--- config.mk ---
export PLATFORM = sky130hd
export DESIGN_NAME = midi_message_parser
export DESIGN_NICKNAME = d
export VERILOG_FILES = /design/src/hw/rtl/mmp_pkg.sv /design/src/hw/rtl/midi_message_parser.sv /design/src/hw/rtl/mmp_byte_filter.sv /design/src/hw/rtl/mmp_assembler.sv
export SDC_FILE = /design/constraint.sdc
export NUM_CORES = 1
export LEC_CHECK = 0
export BUFFER_PORTS_ARGS = -buffer_cell sky130_fd_sc_hd__buf_2
export CORE_AREA = 4 4 91 85
export CTS_BUF_LIST = sky130_fd_sc_hd__clkbuf_8
export DETAILED_ROUTE_END_ITERATION = 8
export DIE_AREA = 0 0 95 89
export HOLD_SLACK_MARGIN = 0.05
export PLACE_DENSITY_LB_ADDON = 0.05
export REMOVE_ABC_BUFFERS = 1
export SYNTH_ARGS = -nofsm -noshare
export SYNTH_HDL_FRONTEND = slang
export SYNTH_SLANG_ARGS = --single-unit
--- constraint.sdc ---
create_clock -name clock -period 2.4 [get_ports clock]
set_clock_uncertainty 0.15 [all_clocks]
set_input_delay 0.36 -clock clock [delete_from_list [all_inputs] [get_ports clock]]
set_output_delay 0.36 -clock clock [all_outputs]
set_load 0.01 [all_outputs]
--- src/hw/rtl/mmp_pkg.sv ---
// ----------------------------------------------------------------------------
// mmp_pkg: shared types and constants of the midi message parser
// byte codes, status codes, event kinds and the channel to voice map
// ----------------------------------------------------------------------------
package mmp_pkg;

   // link byte codes
   localparam logic [7:0] BYTE_ESCAPE   = 8'hFF;
   localparam logic [7:0] BYTE_FILLER   = 8'hFE;
   localparam logic [7:0] REALTIME_MASK = 8'hF8;

   // status codes with the channel nibble cleared, last channel status, none
   localparam logic [7:0] ST_NOTE_OFF   = 8'h80;
   localparam logic [7:0] ST_NOTE_ON    = 8'h90;
   localparam logic [7:0] ST_CONTROL    = 8'hB0;
   localparam logic [7:0] ST_PROGRAM    = 8'hC0;
   localparam logic [7:0] ST_PRESSURE   = 8'hD0;
   localparam logic [7:0] ST_PITCH      = 8'hE0;
   localparam logic [7:0] ST_LAST_CHAN  = 8'hEF;
   localparam logic [7:0] ST_NONE       = 8'h00;

   // controllers that mean all sound off
   localparam logic [7:0] CC_SOUND_OFF  = 8'd120;
   localparam logic [7:0] CC_NOTES_OFF  = 8'd123;

   localparam logic [15:0] PITCH_LIMIT  = 16'h4000;

   localparam int CHAN_SETS  = 4;
   localparam int MAP_VOICES = 5;

   typedef logic [1:0] chan_set_type;

   typedef enum logic [1:0] {
      EV_NOTE      = 2'd0,
      EV_CONTROL   = 2'd1,
      EV_SOUND_OFF = 2'd2,
      EV_PITCH     = 2'd3
   } event_kind_type;

   typedef enum logic [1:0] {
      POS_STATUS = 2'd0,
      POS_FIRST  = 2'd1,
      POS_SECOND = 2'd2
   } position_type;

   typedef struct packed {
      logic       valid;
      logic [7:0] data;
   } byte_pass_type;

   typedef struct packed {
      logic           valid;
      event_kind_type kind;
      logic [2:0]     voice;
      logic [7:0]     number;
      logic [7:0]     amount;
   } event_type;

   // zero based midi channel of voices one to four and the drum voice
   localparam logic [3:0] CHAN_ROWS [CHAN_SETS][MAP_VOICES] = '{
      '{4'd0,  4'd1,  4'd2,  4'd3,  4'd9},
      '{4'd0,  4'd1,  4'd2,  4'd3,  4'd4},
      '{4'd4,  4'd5,  4'd6,  4'd7,  4'd8},
      '{4'd11, 4'd12, 4'd13, 4'd14, 4'd15}
   };

   // voice of a status byte's channel, 0 when unmapped, first match wins
   function automatic logic [2:0] map_voice(input chan_set_type set,
                                            input logic [7:0] status);
      logic [2:0] v;
      v = 3'd0;
      for (int k = MAP_VOICES - 1; k >= 0; k--) begin
         if (CHAN_ROWS[set][k] == status[3:0]) begin
            v = 3'(k + 1);
         end
      end
      return v;
   endfunction

endpackage

--- src/hw/rtl/midi_message_parser.sv ---
// ----------------------------------------------------------------------------
// midi_message_parser: midi channel message parser with running status
// turns a stream of received link bytes into note, controller, all sound
// off and pitch wheel events, each tagged with a mapped voice
// ----------------------------------------------------------------------------
//
//   channel  direction  handshake           payload
//   req      in         req_valid/req_stall rx_byte, one link byte
//   rsp      out        rsp_valid/rsp_stall event_kind, voice, number, amount
//   csr      in         csr_valid/csr_ready channel_set, mapping row select
//
// one byte is taken every cycle while req_stall is low; the message state
// registers close their own loop, so the rate is one transaction per clock
// while nothing stalls; bytes pass the input, then the result register
// reset is synchronous and active high; it clears all parse state and
// channel_set, and the csr channel is always ready
// a stalled result holds; the input register keeps taking bytes until a
// byte waits behind a stalled result, then req_stall rises
// ----------------------------------------------------------------------------
module midi_message_parser
   import mmp_pkg::*;
(
   input  logic         clock,
   input  logic         reset,
   // input byte channel
   input  logic         req_valid,
   output logic         req_stall,
   input  logic [7:0]   req_rx_byte,
   // event channel
   output logic         rsp_valid,
   input  logic         rsp_stall,
   output logic [1:0]   rsp_event_kind,
   output logic [2:0]   rsp_voice,
   output logic [7:0]   rsp_number,
   output logic [7:0]   rsp_amount,
   // configuration write channel
   input  logic         csr_valid,
   output logic         csr_ready,
   input  logic [1:0]   csr_channel_set
);

   // configuration register
   chan_set_type  channel_set_ff;

   // input register
   logic          in_valid_ff, in_valid_in;
   logic [7:0]    in_byte_ff;

   // result register
   event_type     rsp_ff;
   logic          rsp_valid_ff, rsp_valid_in;

   logic          advance;
   logic          step;
   logic          take_req;
   byte_pass_type pass;
   event_type     ev;

   // the held byte moves on when the result slot is free or being emptied
   assign advance   = !rsp_valid_ff || !rsp_stall;
   assign step      = in_valid_ff && advance;
   assign req_stall = in_valid_ff && !advance;
   assign take_req  = req_valid && !req_stall;
   assign csr_ready = 1'b1;

   always_comb begin
      in_valid_in = in_valid_ff;
      if (take_req) begin
         in_valid_in = 1'b1;
      end else if (step) begin
         in_valid_in = 1'b0;
      end
   end

   always_comb begin
      rsp_valid_in = rsp_valid_ff;
      if (advance) begin
         rsp_valid_in = step && ev.valid;
      end
   end

   // escape and filler handling
   mmp_byte_filter u_filter (
      .clock   (clock),
      .reset   (reset),
      .step    (step),
      .rx_byte (in_byte_ff),
      .pass    (pass)
   );

   // running status and event decode
   mmp_assembler u_assembler (
      .clock       (clock),
      .reset       (reset),
      .pass        (pass),
      .channel_set (channel_set_ff),
      .ev          (ev)
   );

   always_ff @(posedge clock) begin
      if (reset) begin
         channel_set_ff <= 2'd0;
         in_valid_ff    <= 1'b0;
         rsp_valid_ff   <= 1'b0;
      end else begin
         if (csr_valid && csr_ready) begin
            channel_set_ff <= csr_channel_set;
         end
         in_valid_ff  <= in_valid_in;
         rsp_valid_ff <= rsp_valid_in;
      end
   end

   // payload registers, no reset needed
   always_ff @(posedge clock) begin
      if (take_req) begin
         in_byte_ff <= req_rx_byte;
      end
      if (step && ev.valid) begin
         rsp_ff <= ev;
      end
   end

   assign rsp_valid      = rsp_valid_ff;
   assign rsp_event_kind = rsp_ff.kind;
   assign rsp_voice      = rsp_ff.voice;
   assign rsp_number     = rsp_ff.number;
   assign rsp_amount     = rsp_ff.amount;

`ifndef ASSERT_OFF
   // a byte held behind a stalled result stays put
   a_hold_byte: assert property (@(posedge clock) disable iff (reset)
      req_stall |=> in_valid_ff && $stable(in_byte_ff))
      else $error("held input byte lost or changed");

   // input side only stalls when a result waits
   a_stall_cause: assert property (@(posedge clock) disable iff (reset)
      req_stall |-> rsp_valid_ff && rsp_stall)
      else $error("input stalled without a waiting result");

   // pitch is clamped to 128
   a_pitch_clamp: assert property (@(posedge clock) disable iff (reset)
      (rsp_valid && rsp_event_kind == EV_PITCH) |-> rsp_amount <= 8'd128)
      else $error("pitch amount above clamp");

   // all sound off only for its two controllers
   a_sound_off: assert property (@(posedge clock) disable iff (reset)
      (rsp_valid && rsp_event_kind == EV_SOUND_OFF) |->
         (rsp_number == CC_SOUND_OFF || rsp_number == CC_NOTES_OFF))
      else $error("all sound off with wrong controller");

   // mapped voice stays in range
   a_voice_range: assert property (@(posedge clock) disable iff (reset)
      rsp_valid |-> rsp_voice <= 3'd5)
      else $error("voice out of range");
`endif

endmodule

--- src/hw/rtl/mmp_byte_filter.sv ---
// ----------------------------------------------------------------------------
// mmp_byte_filter: link byte unescaping
// handles the escape byte, drops fillers and realtime bytes
// ----------------------------------------------------------------------------
module mmp_byte_filter
   import mmp_pkg::*;
(
   input  logic          clock,
   input  logic          reset,
   input  logic          step,
   input  logic [7:0]    rx_byte,
   output byte_pass_type pass
);

   logic escape_ff;
   logic escape_in;

   always_comb begin
      escape_in  = escape_ff;
      pass.valid = 1'b0;
      pass.data  = rx_byte;
      if (step) begin
         if (!escape_ff && rx_byte == BYTE_ESCAPE) begin
            escape_in = 1'b1;
         end else if (!escape_ff && rx_byte == BYTE_FILLER) begin
            escape_in = 1'b0;
         end else begin
            escape_in  = 1'b0;
            pass.valid = (rx_byte & REALTIME_MASK) != REALTIME_MASK;
         end
      end
   end

   always_ff @(posedge clock) begin
      if (reset) begin
         escape_ff <= 1'b0;
      end else begin
         escape_ff <= escape_in;
      end
   end

endmodule

--- src/hw/rtl/mmp_assembler.sv ---
// ----------------------------------------------------------------------------
// mmp_assembler: channel message assembly
// running status, voice mapping and event decode
// ----------------------------------------------------------------------------
module mmp_assembler
   import mmp_pkg::*;
(
   input  logic          clock,
   input  logic          reset,
   input  byte_pass_type pass,
   input  chan_set_type  channel_set,
   output event_type     ev
);

   position_type pos_ff, pos_in;
   logic [7:0]   status_ff, status_in;
   logic [7:0]   first_ff, first_in;
   logic [2:0]   voice_ff, voice_in;
   logic [7:0]   running_ff, running_in;

   logic [7:0]   st;
   logic         drop;
   position_type next_pos;
   logic [15:0]  pitch;
   logic [15:0]  pitch_clamped;
   logic [7:0]   r;

   assign r             = pass.data;
   assign pitch         = {1'b0, r, 7'd0} + {8'd0, first_ff};
   assign pitch_clamped = (pitch > PITCH_LIMIT) ? PITCH_LIMIT : pitch;

   always_comb begin
      pos_in     = pos_ff;
      status_in  = status_ff;
      first_in   = first_ff;
      voice_in   = voice_ff;
      running_in = running_ff;
      st         = r;
      drop       = 1'b0;
      next_pos   = POS_FIRST;
      ev.valid   = 1'b0;
      ev.kind    = EV_NOTE;
      ev.voice   = voice_ff;
      ev.number  = first_ff;
      ev.amount  = r;
      if (pass.valid) begin
         unique case (pos_ff)
            POS_STATUS: begin
               if (!r[7]) begin
                  if (running_ff != ST_NONE) begin
                     st       = running_ff;
                     first_in = r;
                     next_pos = POS_SECOND;
                  end else begin
                     drop = 1'b1;
                  end
               end
               if (!drop) begin
                  if (st <= ST_LAST_CHAN) begin
                     running_in = st;
                  end else begin
                     running_in = ST_NONE;
                     drop       = 1'b1;
                  end
               end
               voice_in  = map_voice(channel_set, st);
               status_in = st & 8'hF0;
               if (drop) begin
                  pos_in = POS_STATUS;
               end else if (next_pos == POS_SECOND &&
                            (status_in == ST_PROGRAM || status_in == ST_PRESSURE)) begin
                  pos_in = POS_STATUS;
               end else begin
                  pos_in = next_pos;
               end
            end
            POS_FIRST: begin
               first_in = r;
               if (status_ff == ST_PROGRAM || status_ff == ST_PRESSURE) begin
                  pos_in = POS_STATUS;
               end else begin
                  pos_in = POS_SECOND;
               end
            end
            default: begin
               // second data byte completes the message
               pos_in = POS_STATUS;
               if (status_ff == ST_NOTE_OFF || status_ff == ST_NOTE_ON) begin
                  ev.valid  = 1'b1;
                  ev.kind   = EV_NOTE;
                  ev.amount = (status_ff == ST_NOTE_OFF) ? 8'd0 : r;
               end else if (status_ff == ST_CONTROL) begin
                  ev.valid = 1'b1;
                  ev.kind  = (first_ff == CC_SOUND_OFF || first_ff == CC_NOTES_OFF) ?
                             EV_SOUND_OFF : EV_CONTROL;
               end else if (status_ff == ST_PITCH) begin
                  ev.valid  = 1'b1;
                  ev.kind   = EV_PITCH;
                  ev.amount = pitch_clamped[14:7];
               end
            end
         endcase
      end
   end

   always_ff @(posedge clock) begin
      if (reset) begin
         pos_ff     <= POS_STATUS;
         status_ff  <= 8'd0;
         first_ff   <= 8'd0;
         voice_ff   <= 3'd0;
         running_ff <= ST_NONE;
      end else begin
         pos_ff     <= pos_in;
         status_ff  <= status_in;
         first_ff   <= first_in;
         voice_ff   <= voice_in;
         running_ff <= running_in;
      end
   end

endmodule

==> results.py, run 1 <==
metrics = {
    "outcome": {
        "status": "finished with violations",
        "failing_checks": "setup timing",
    },
    "final_layout": {
        "layout.cells.most_common": "sky130_fd_sc_hd__buf_2",
        "most-common-layout-cells": "37 x sky130_fd_sc_hd__buf_2, 35 x sky130_fd_sc_hd__buf_4, 31 x sky130_fd_sc_hd__nor2_1",
        "antenna_cells": 0,
        "finalCoreUtilization": 0.571,
        "final_net_count": 382,
        "layout-drive-gt1-share": 0.339,
        "final_cell_area_um2": 3900,
        "synthToLayoutAreaGrowth_pct": 31.1,
    },
    "routing": {
        "route.detailed.vias_per_inst": 5.17,
        "post-route-drc-count": 0,
        "routed-via-count": 2373,
        "router_iterations_before_antenna_repair": 4,
        "totalWireLength_um": 6910,
        "wl_per_cell_um": 15.0,
        "drtIter0Drc": 134,
        "detail-route-antenna-nets": 0,
    },
    "synthesis": {
        "synth_top_area_share": 0.293,
        "seq_total_area_yosys": 0.488,
        "synth.area.mux_share": 0.0455,
        "synth-adder-area-share": 0.0211,
        "post_synth_xor_area_fraction": 0.0379,
        "synth_area_leaders": "sky130_fd_sc_hd__edfxtp_1 29%, sky130_fd_sc_hd__dfxtp_1 20%, sky130_fd_sc_hd__nor2_1 4.2%",
        "combinational_family_with_the_most_area_after_synthesis": "simple AND/OR/NAND/NOR gates",
        "post_synth.cell_area_avg_um2": 10.5,
        "synth-edff-count": 29,
        "warnings_from_yosys": 0,
        "post_synth_and_or_nand_nor_area_fraction": 0.195,
        "ys.flop_type": "sky130_fd_sc_hd__edfxtp_1",
        "library_cell_with_the_largest_summed_area_after_synthesis": "sky130_fd_sc_hd__edfxtp_1",
        "postSynthCellCount": 284,
        "synthesis.area_um2": 2970,
        "synth_compound_area_frac": 0.181,
        "cell_variety_after_synth": 62,
        "synth-async-reset-ratio": 0,
        "synth-seq-cells": 58,
    },
    "worst_setup_path": {
        "worst_ep_arrival_time_ns": 2.40,
        "setup.reg_to_reg.worst_slack_ns": -0.06,
        "worst_path_maximum_fanout": 5,
        "worst_setup_path_startpoint": "in_byte_ff[0]$_DFFE_PP_",
        "cp_data_required_time_ns": 2.34,
        "critical_path.startpoint_type": "flop",
        "kind_of_end_point_of_the_critical_path": "flop",
        "crit-reg2reg-launch": "in_byte_ff[0]$_DFFE_PP_",
        "criticalPathCategory": "flop to flop",
    },
    "global_routing": {
        "vias_in_the_first_global_route": 2136,
        "wire_length_of_the_first_global_routing_pass_um": 11000,
        "globalRouteOverflowTotal": 0,
        "pin_count_of_the_biggest_net_entering_global_routing": 35,
        "grt_use_total": 0.173,
        "antenna_found_initial": 0,
    },
    "die": {
        "dieHeight_um": 89,
        "initial_core_util": 0.436,
        "num_io_pins": 39,
        "core_area_um2": 6820,
        "die_area_um2": 8460,
        "floorplan.rows": 29,
        "die_w_um": 95,
    },
    "place": {
        "preCtsSetupSlack_ns": -0.0349,
        "dpl_hpwl_um": 4920,
        "placed_area_um2": 3440,
        "place.gp.congestion": 0.810,
        "buffer_ports.inserted": 37,
    },
    "clock_tree": {
        "cts_root_buffer": "sky130_fd_sc_hd__clkbuf_8",
        "clock_tree_from_tritoncts": "done",
        "cts_inserted_buffers": 9,
        "clkLatencyLatePin_ns": 0.34,
        "cts-htree-levels": 3,
        "sinks_on_clock_net": 58,
        "cts.path.max_buffers": 2,
        "cts.reportedPaths.clkPinSlew_ns": 0.07,
    },
    "timing": {
        "worst_slew_margin_rel": 0.551,
        "final.setup.tns_ns": -0.134,
        "period_needed_ns": 2.46,
        "rsz0062_at_grt": "true",
        "report.final.slew_viol_count": 0,
        "timing_hold_violations_final": 0,
        "timing.final.setup_violations": 4,
        "fmax_mhz": 406,
        "period_share": 1.03,
        "timing_worst_slew_pin_value_ns": 0.673,
        "setup_slack_ns": -0.0609,
    },
    "power": {
        "p_int_mw": 1.88,
        "ir_drop_mv": 0.406,
        "clkPwrFrac": 0.373,
        "p_sw_frac": 0.267,
        "cellPowerDensity_nw_per_um2": 659,
        "power.leakage_nw": 1.53,
        "power.share.combinational": 0.183,
        "power.sequential.fraction": 0.444,
        "switching_power_of_the_nets_uw": 686,
    },
    "hold_path": {
        "min-delay-path-class": "input pin to flop",
        "hold_start": "csr_channel_set[0]",
    },
    "job": {
        "maxCapViolations": 0,
    },
}
## through the flow
step / instances / hold slack (ns) / total power [mW]
global placement: 429 / 0.266 / 1.58
global route: 459 / 0.109 / 2.69
finish: 459 / 0.111 / 2.57
floorplan: 269 / 0.258 / 1.43
CTS: 451 / 0.0521 / 2.55
detailed placement: 429 / 0.267 / 1.58
## routing by layer
layer,global-route usage,share of wire
met3,0.0513,0.044
met1,0.230,0.49
met2,0.264,0.45
met4,0.0708,0.015
met5,0,0
## cells by family after synthesis
| kind of cell | after synthesis |
|---|---|
| other | 1 |
| AO/OA/AOI/OAI | 67 |
| AND/OR/NAND/NOR | 107 |
| buffers and inverters | 21 |
| XOR/XNOR | 12 |
| flip-flops | 58 |
| multiplexers | 13 |
| adder cells (fa/ha/maj) | 5 |
## worst paths after layout
check	end	depth (start not counted)
hold reg to reg	rsp_voice[1]$_DFFE_PP_	0
setup reg to reg	rsp_amount[1]$_DFFE_PP_	8
setup / recovery	rsp_amount[1]$_DFFE_PP_	8
hold / removal	channel_set_ff[0]$_SDFFE_PP0P_	3
## area by class of cell
| cell class | instances | area [um^2] |
|---|---|---|
| clock inverter | 6 | 83.8 |
| fill | 591 | 2930 |
| clock buffer | 9 | 124 |
| multi-input combinational | 205 | 1540 |
| timing repair buffer | 82 | 559 |
| tap | 93 | 116 |
| inverter | 6 | 22.5 |
| sequential | 58 | 1450 |
## sequential cells by signal (all words and copies together), names as in the netlist
signal / count
u_assembler.running_ff: 8
rsp_valid: 1
in_byte_ff: 8
u_assembler.pos_ff: 2
u_assembler.status_ff: 4
rsp_amount: 8
u_assembler.voice_ff: 3
rsp_number: 8
u_assembler.first_ff: 8
rsp_event_kind: 2
in_valid_ff: 1
rsp_voice: 3
channel_set_ff: 2
## Yosys cell counts (all sizes together) (2+ instances only)
cell type,n
a22o,3
o31ai,4
a221o,2
a211oi,4
clkbuf,9
nand3,9
and2,4
a311oi,2
a21o,4
xor2,3
nor3,5
nand4,3
mux2,4
nor2,33
nand3b,6
mux2i,9
a31o,3
a2111oi,3
ha,5
nor4b,4
a31oi,2
or3,2
nand2b,8
o21ai,10
or4,2
nand2,14
inv,6
a22oi,5
nor4,2
xnor2,9
a21oi,11
buf,6
a221oi,6
dfxtp,29
edfxtp,29
nor2b,6
and3,6
## repair_timing
action / in CTS / in global routing
pin swaps: 5 / 11
gates cloned: 0 / 0
gates resized for setup: 5 / 19
setup endpoints to repair: 5 / 10
hold buffers: 6 / 2
buffers inserted: 1 / 6
endpoints found under the hold margin: 6 / 2
## critical path, stage by stage, from the launching register on
cell	delay, ns
sky130_fd_sc_hd__edfxtp_1	0.46
sky130_fd_sc_hd__ha_4	0.19
sky130_fd_sc_hd__nand3_4	0.08
sky130_fd_sc_hd__or3_4	0.34
sky130_fd_sc_hd__a41o_1	0.25
sky130_fd_sc_hd__nand4_1	0.22
sky130_fd_sc_hd__buf_4	0.18
sky130_fd_sc_hd__a21oi_4	0.05
sky130_fd_sc_hd__a221o_1	0.30
## power groups by stage
stage	clock network (mW)	registers, mW	logic [mW]
floorplan	0	1.15	0.277
global placement	0	1.16	0.422
detailed placement	0	1.16	0.424
CTS	0.977	1.14	0.437
global route	1.03	1.15	0.517
finish	0.959	1.14	0.470
No activity file was read; power rests on OpenSTA's default activity.
==> inputs of run 2 (changes only) <==
Settings changed: CORE_AREA 4 4 91 85 to 4 4 109 100, DIE_AREA 0 0 95 89 to 0 0 113 104.
==> run 2 against run 1 <==
Effect of this change: the flow still finishes with violations (setup timing); combinational power rose by 7.7%; utilization fell by 16 points; critical path type unchanged; die area rose by 39%; first-iteration DRC count fell by 17%; critical endpoint unchanged; sequential share of layout area fell by 1.1 points; highest routed layer unchanged; setup slack improved by 0.057 ns; global-route usage fell by 4.0 points; via count rose by 3.3%.
==> results.py, run 2 (synthesis gave the netlist of run 1 again) <==
metrics = {
    "place": {
        "dpl_hpwl_um": 5490,
        "buffer_ports.inserted": 37,
        "preCtsSetupSlack_ns": -0.0311,
        "placed_area_um2": 3520,
        "place.detailed.instances": 467,
        "place.gp.congestion": 0.792,
    },
    "clock_tree": {
        "cts_root_buffer": "sky130_fd_sc_hd__clkbuf_8",
        "sinks_on_clock_net": 58,
        "cts-htree-levels": 3,
        "clock_tree_from_tritoncts": "done",
        "cts_inserted_buffers": 9,
        "cts.reportedPaths.clkPinSlew_ns": 0.07,
        "cts.path.max_buffers": 2,
        "clkLatencyLatePin_ns": 0.34,
    },
    "final_layout": {
        "fillerInstances": 968,
        "register_area_um2": 1450,
        "multi_input_gate_area_um2": 1550,
        "finalCoreUtilization": 0.416,
        "synthToLayoutAreaGrowth_pct": 35.0,
        "antenna_cells": 0,
        "layout-drive-gt1-share": 0.351,
        "most-common-layout-cells": "39 x sky130_fd_sc_hd__buf_4, 37 x sky130_fd_sc_hd__buf_2, 32 x sky130_fd_sc_hd__nor2_1",
        "post_layout_nonfiller_instances": 499,
        "final_cell_area_um2": 4010,
        "final_net_count": 388,
        "layout.cells.most_common": "sky130_fd_sc_hd__buf_4",
    },
    "routing": {
        "drtIter0Drc": 111,
        "post-route-drc-count": 0,
        "detail-route-antenna-nets": 0,
        "dr_wl_met2_um": 3510,
        "totalWireLength_um": 7580,
        "router_iterations_before_antenna_repair": 7,
        "wl_per_cell_um": 15.2,
        "route.detailed.vias_per_inst": 4.91,
        "wl_met3_um": 317,
        "routed-via-count": 2451,
        "top_signal_layer_used": "met4",
        "wl_met1_um": 3610,
    },
    "worst_setup_path": {
        "criticalPathCategory": "flop to flop",
        "worst_path_maximum_fanout": 4,
        "worstRegToRegCells": 10,
        "setup.reg_to_reg.worst_slack_ns": -0.003,
        "worst_ep_arrival_time_ns": 2.35,
        "cp_data_required_time_ns": 2.34,
        "kind_of_end_point_of_the_critical_path": "flop",
        "critical_path.startpoint_type": "flop",
        "reg2reg_to": "rsp_amount[1]$_DFFE_PP_",
        "crit-reg2reg-launch": "in_byte_ff[0]$_DFFE_PP_",
    },
    "timing": {
        "fmax_mhz": 416,
        "timing_hold_violations_final": 0,
        "report.final.slew_viol_count": 0,
        "period_share": 1.00,
        "timing.final.setup_violations": 1,
        "setup_slack_ns": -0.00344,
        "timing_worst_slew_pin_value_ns": 0.564,
        "final.setup.tns_ns": -0.00344,
        "worst_slew_margin_rel": 0.624,
        "period_needed_ns": 2.40,
        "rsz0062_at_grt": "true",
    },
    "hold_path": {
        "min-delay-path-class": "input pin to flop",
        "hold_start": "req_valid",
        "hold_path_endpoint": "in_valid_ff$_SDFFE_PP0P_",
        "hold_path_depth": 3,
    },
    "die": {
        "floorplan.rows": 34,
        "core_area_um2": 9660,
        "initial_core_util": 0.308,
        "die_w_um": 113,
        "dieHeight_um": 104,
        "num_io_pins": 39,
        "die_area_um2": 11800,
    },
    "outcome": {
        "status": "finished with violations",
        "failing_checks": "setup timing",
    },
    "global_routing": {
        "globalRouteOverflowTotal": 0,
        "wire_length_of_the_first_global_routing_pass_um": 12400,
        "vias_in_the_first_global_route": 2375,
        "antenna_found_initial": 0,
        "grt_use_total": 0.133,
        "pin_count_of_the_biggest_net_entering_global_routing": 26,
    },
    "power": {
        "clkPwrFrac": 0.377,
        "cellPowerDensity_nw_per_um2": 658,
        "power.leakage_nw": 1.58,
        "power.sequential.fraction": 0.431,
        "power.share.combinational": 0.192,
        "ir_drop_mv": 0.261,
        "p_int_mw": 1.91,
        "p_sw_frac": 0.275,
        "switching_power_of_the_nets_uw": 727,
    },
    "job": {
        "maxCapViolations": 0,
    },
}
[run 2: changes by cell type in the layout (fill, tap and decap cells not counted), moves of 2 or more]
cell / delta
sky130_fd_sc_hd__buf_4: +4
sky130_fd_sc_hd__buf_6: +2
sky130_fd_sc_hd__nor4b_1: -2
sky130_fd_sc_hd__nor2_2: -2
[run 2: area by class of cell]
| type | count | area share |
|---|---|---|
| clock buffer | 9 | 0.0309 |
| clock inverter | 7 | 0.0231 |
| inverter | 6 | 0.00561 |
| multi-input combinational | 205 | 0.387 |
| sequential | 58 | 0.362 |
| tap | 126 | 0.0393 |
| timing repair buffer | 88 | 0.152 |
[run 2: worst max path at each step]
| stage | from | end | slack, ns | cells after the start |
|---|---|---|---|---|
| finish | in_byte_ff[0]$_DFFE_PP_ | rsp_amount[1]$_DFFE_PP_ | -0.003 | 10 |
| CTS | in_byte_ff[0]$_DFFE_PP_ | rsp_amount[4]$_DFFE_PP_ | 0.002 | 8 |
| global route | in_byte_ff[0]$_DFFE_PP_ | rsp_amount[1]$_DFFE_PP_ | -0.1 | 9 |
| global placement | in_byte_ff[0]$_DFFE_PP_ | rsp_amount[3]$_DFFE_PP_ | 0.01 | 7 |
| detailed placement | in_byte_ff[0]$_DFFE_PP_ | rsp_amount[6]$_DFFE_PP_ | -0.03 | 6 |
| floorplan | in_byte_ff[7]$_DFFE_PP_ | rsp_amount[0]$_DFFE_PP_ | -0.04 | 4 |
[run 2: layer usage]
layer / GRT usage / up-vias
met1: 0.171 / 1147
met2: 0.211 / 57
met4: 0.0489 / 0
li1: - / 1235
met5: 0 / -
met3: 0.0384 / 12
[run 2: power by group through the flow]
stage / clock network (mW) / logic (mW) / registers (mW)
floorplan: 0 / 0.277 / 1.15
global placement: 0 / 0.448 / 1.16
detailed placement: 0 / 0.444 / 1.16
CTS: 1.04 / 0.464 / 1.14
global route: 1.07 / 0.556 / 1.14
finish: 0.996 / 0.506 / 1.14
[run 2: worst max-delay path, cell delays in order (launching register included)]
cell and delay, ns:
sky130_fd_sc_hd__edfxtp_1 0.40, sky130_fd_sc_hd__buf_6 0.14, sky130_fd_sc_hd__ha_4 0.17, sky130_fd_sc_hd__buf_6 0.12
sky130_fd_sc_hd__and3_4 0.13, sky130_fd_sc_hd__o211ai_1 0.19, sky130_fd_sc_hd__o41ai_2 0.10, sky130_fd_sc_hd__nand4_1 0.19
sky130_fd_sc_hd__buf_4 0.16, sky130_fd_sc_hd__a21oi_2 0.06, sky130_fd_sc_hd__a221o_1 0.34
[run 2: timing repair]
action / in CTS / in global routing
pin swaps: 7 / 12
endpoints found under the setup margin: 6 / 10
gates resized for setup: 4 / 22
hold buffers: 8 / 0
setup buffers: 2 / 7
hold endpoints to repair: 8 / 0
[run 2: per-stage QoR]
| step | hold WS, ns | total power, mW |
|---|---|---|
| 2_1_floorplan | 0.258 | 1.43 |
| 3_3_place_gp | 0.269 | 1.61 |
| 3_5_place_dp | 0.276 | 1.61 |
| 4_1_cts | 0.0788 | 2.64 |
| 5_1_grt | 0.0934 | 2.77 |
| 6_report | 0.102 | 2.64 |
==> inputs of run 3 (changes only) <==
Settings changed: ABC_AREA set to 1, CORE_AREA 4 4 109 100 to 4 4 110 101, DIE_AREA 0 0 113 104 to 0 0 114 105.
==> run 3 against run 2 <==
Effect of this change: the run now ends clean; flip-flop and latch count unchanged; non-clock buffer count decreased by 36; power decreased by 1.5%; critical path depth unchanged; sequential share of layout area increased by 3.3 points; first-iteration DRC count decreased by 26%; largest power group unchanged.
==> results.py, run 3 <==
metrics = {
    "final_layout": {
        "synthToLayoutAreaGrowth_pct": 21.8,
        "antenna_cells": 0,
        "layout.cells.most_common": "sky130_fd_sc_hd__nand2_1",
        "finalCoreUtilization": 0.365,
        "layout-drive-gt1-share": 0.255,
        "most-common-layout-cells": "72 x sky130_fd_sc_hd__nand2_1, 37 x sky130_fd_sc_hd__inv_1, 37 x sky130_fd_sc_hd__buf_2",
        "final_net_count": 430,
    },
    "worst_setup_path": {
        "critical_path.startpoint_type": "flop",
        "worstRegToRegCells": 10,
        "criticalPathCategory": "flop to flop",
        "worst_ep_arrival_time_ns": 2.28,
        "cp_cell_sequence": "ha_1 -> inv_1 -> nand4_1 -> nor2_1 -> nand3_1 -> nor2_1 -> nand4_1 -> a21oi_2 -> nand3_2 -> o21ai_1",
        "reg2reg_to": "rsp_amount[4]$_DFFE_PP_",
        "setup.reg_to_reg.worst_slack_ns": 0.15,
        "kind_of_end_point_of_the_critical_path": "flop",
        "worst_setup_path_startpoint": "in_byte_ff[0]$_DFFE_PP_",
        "critical-path-top-delay-family": "simple AND/OR/NAND/NOR gates",
        "worst_path_maximum_fanout": 7,
        "worst_path_max_delay_cell": "sky130_fd_sc_hd__edfxtp_1",
        "cp_num_buf_inv": 1,
        "highest_cell_delay_on_the_worst_timing_path_ns": 0.52,
        "cp_data_required_time_ns": 2.43,
        "crit-reg2reg-launch": "in_byte_ff[0]$_DFFE_PP_",
    },
    "job": {
        "maxCapViolations": 0,
    },
    "routing": {
        "post-route-drc-count": 0,
        "router_iterations_before_antenna_repair": 4,
        "drtIter0Drc": 82,
        "detail-route-antenna-nets": 0,
        "route.detailed.vias_per_inst": 4.55,
        "wl_per_cell_um": 13.8,
        "routed-via-count": 2476,
        "totalWireLength_um": 7530,
    },
    "timing": {
        "report.final.slew_viol_count": 0,
        "timing_hold_violations_final": 0,
        "fmax_mhz": 445,
        "worst_slew_margin_rel": 0.659,
        "period_needed_ns": 2.25,
        "timing.final.setup_violations": 0,
        "timing_worst_slew_pin_value_ns": 0.509,
        "period_share": 0.936,
        "worst_hold_slack_ns": 0.144,
        "rsz0062_at_grt": "false",
    },
    "outcome": {
        "status": "finished clean",
    },
    "clock_tree": {
        "clkLatencyLatePin_ns": 0.33,
        "cts.reportedPaths.clkPinSlew_ns": 0.07,
        "clock_tree_from_tritoncts": "done",
        "post_cts.repair.setup_buffers": 0,
        "cts.path.max_buffers": 2,
        "cts-htree-levels": 3,
        "sinks_on_clock_net": 58,
        "cts_root_buffer": "sky130_fd_sc_hd__clkbuf_8",
        "cts_inserted_buffers": 9,
    },
    "synthesis": {
        "synth-seq-cells": 58,
        "synth.top_cells.by_count": "72 x sky130_fd_sc_hd__nand2_1, 37 x sky130_fd_sc_hd__inv_1, 33 x sky130_fd_sc_hd__nand3_1",
        "library_cell_with_the_largest_summed_area_after_synthesis": "sky130_fd_sc_hd__edfxtp_1",
        "warnings_from_yosys": 0,
        "yosys.cell_count.top_type": "sky130_fd_sc_hd__nand2_1",
        "seq_total_area_yosys": 0.481,
        "synth_area_leaders": "sky130_fd_sc_hd__edfxtp_1 29%, sky130_fd_sc_hd__dfxtp_1 19%, sky130_fd_sc_hd__nand2_1 9.0%",
        "postSynthCellCount": 357,
        "post_synth.cell_area_avg_um2": 8.45,
        "synth-edff-count": 29,
        "ys.flop_type": "sky130_fd_sc_hd__edfxtp_1",
        "synth-async-reset-ratio": 0,
        "synth_top_area_share": 0.289,
        "cell_variety_after_synth": 38,
        "synthesis.area_um2": 3020,
    },
    "place": {
        "dpl_hpwl_um": 5710,
        "buffer_ports.inserted": 37,
        "place.gp.congestion": 0.807,
    },
    "hold_path": {
        "hold_start": "req_valid",
        "hold_path_depth": 3,
        "min-delay-path-class": "input pin to flop",
        "hold_path_endpoint": "in_valid_ff$_SDFFE_PP0P_",
    },
    "die": {
        "dieHeight_um": 105,
        "num_io_pins": 39,
        "initial_core_util": 0.300,
        "die_area_um2": 12000,
        "die_w_um": 114,
        "core_area_um2": 10100,
        "floorplan.rows": 35,
    },
    "power": {
        "power.leakage_nw": 1.54,
        "switching_power_of_the_nets_uw": 766,
        "clkPwrFrac": 0.379,
        "ir_drop_mv": 0.271,
        "power.share.combinational": 0.184,
        "design_power_total_mw": 2.60,
        "p_sw_frac": 0.295,
        "p_int_mw": 1.83,
        "cellPowerDensity_nw_per_um2": 706,
        "power.sequential.fraction": 0.437,
    },
    "global_routing": {
        "pin_count_of_the_biggest_net_entering_global_routing": 23,
        "globalRouteOverflowTotal": 0,
        "antenna_found_initial": 0,
        "gr-usage-met1": 0.179,
        "grt_use_met2": 0.206,
        "grt_use_total": 0.133,
        "global_route.usage.met3": 0.0382,
        "busiest_layer": "met2",
        "vias_in_the_first_global_route": 2398,
        "wire_length_of_the_first_global_routing_pass_um": 12400,
    },
}
==> run 3: worst max-delay path by stage <==
stage                     depth (start not counted)                              endpoint
after global routing                             10               rsp_amount[4]$_DFFE_PP_
after detailed placement                         12  u_assembler.voice_ff[2]$_SDFFE_PP0P_
final                                            10               rsp_amount[4]$_DFFE_PP_
after CTS                                        12  u_assembler.voice_ff[2]$_SDFFE_PP0P_
after global placement                           12  u_assembler.voice_ff[2]$_SDFFE_PP0P_
after floorplan                                   9               rsp_amount[0]$_DFFE_PP_
==> run 3: cell type report <==
cell class	count	area, um^2
Fill cell	1096	6390
Multi-Input combinational cell	242	1330
Sequential cell	58	1450
Clock buffer	9	124
Inverter	47	186
Timing Repair Buffer	52	330
Tap cell	129	161
Clock inverter	7	93.8
==> run 3: power by group through the flow <==
| stage | clock, mW | sequential (mW) | combinational, mW |
|---|---|---|---|
| floorplan | 0 | 1.14 | 0.337 |
| global placement | 0 | 1.16 | 0.472 |
| detailed placement | 0 | 1.16 | 0.466 |
| CTS | 1.03 | 1.14 | 0.476 |
| global route | 1.08 | 1.14 | 0.542 |
| finish | 0.985 | 1.14 | 0.478 |
==> run 3: per-stage QoR <==
| step | instance area (um^2) | TNS [ns] | std cells | worst slack (ns) |
|---|---|---|---|---|
| after floorplan | 2960 | -2.18 | 347 | -0.104 |
| after detailed placement | 3370 | 0 | 520 | 0.0691 |
| after CTS | 3660 | 0 | 543 | 0.0497 |
| after global routing | 3680 | 0 | 544 | 0.00959 |
| final | 3680 | 0 | 544 | 0.153 |
| after global placement | 3370 | 0 | 520 | 0.0550 |
==> run 3: layer usage <==
metal / up-vias / wire, um
met5: - / 0
met3: 4 / 422
met2: 61 / 3460
met4: 0 / 41
met1: 1122 / 3600
li1: 1289 / -
==> run 3: cell families (layout without fill, tap and decap cells) <==
kind of cell,Yosys count,after routing,synth area share
compound gates,63,63,0.122
xor+xnor,8,8,0.0232
fa+ha+maj,5,5,0.0207
buf+inv,57,115,0.0817
flops,58,58,0.481
other cells,1,1,0.00124
simple gates,165,165,0.270
==> run 3: worst min-delay path, delay by kind of cell <==
family / cells / cell delay, ns
simple gates: 1 / 0.07
compound gates: 1 / 0.06
buf+inv: 1 / 0.10
==> run 3: repair_timing <==
item	CTS	global route
endpoints found under the setup margin	0	5
hold endpoints to repair	7	1
hold buffers	7	1
resized for setup	0	1
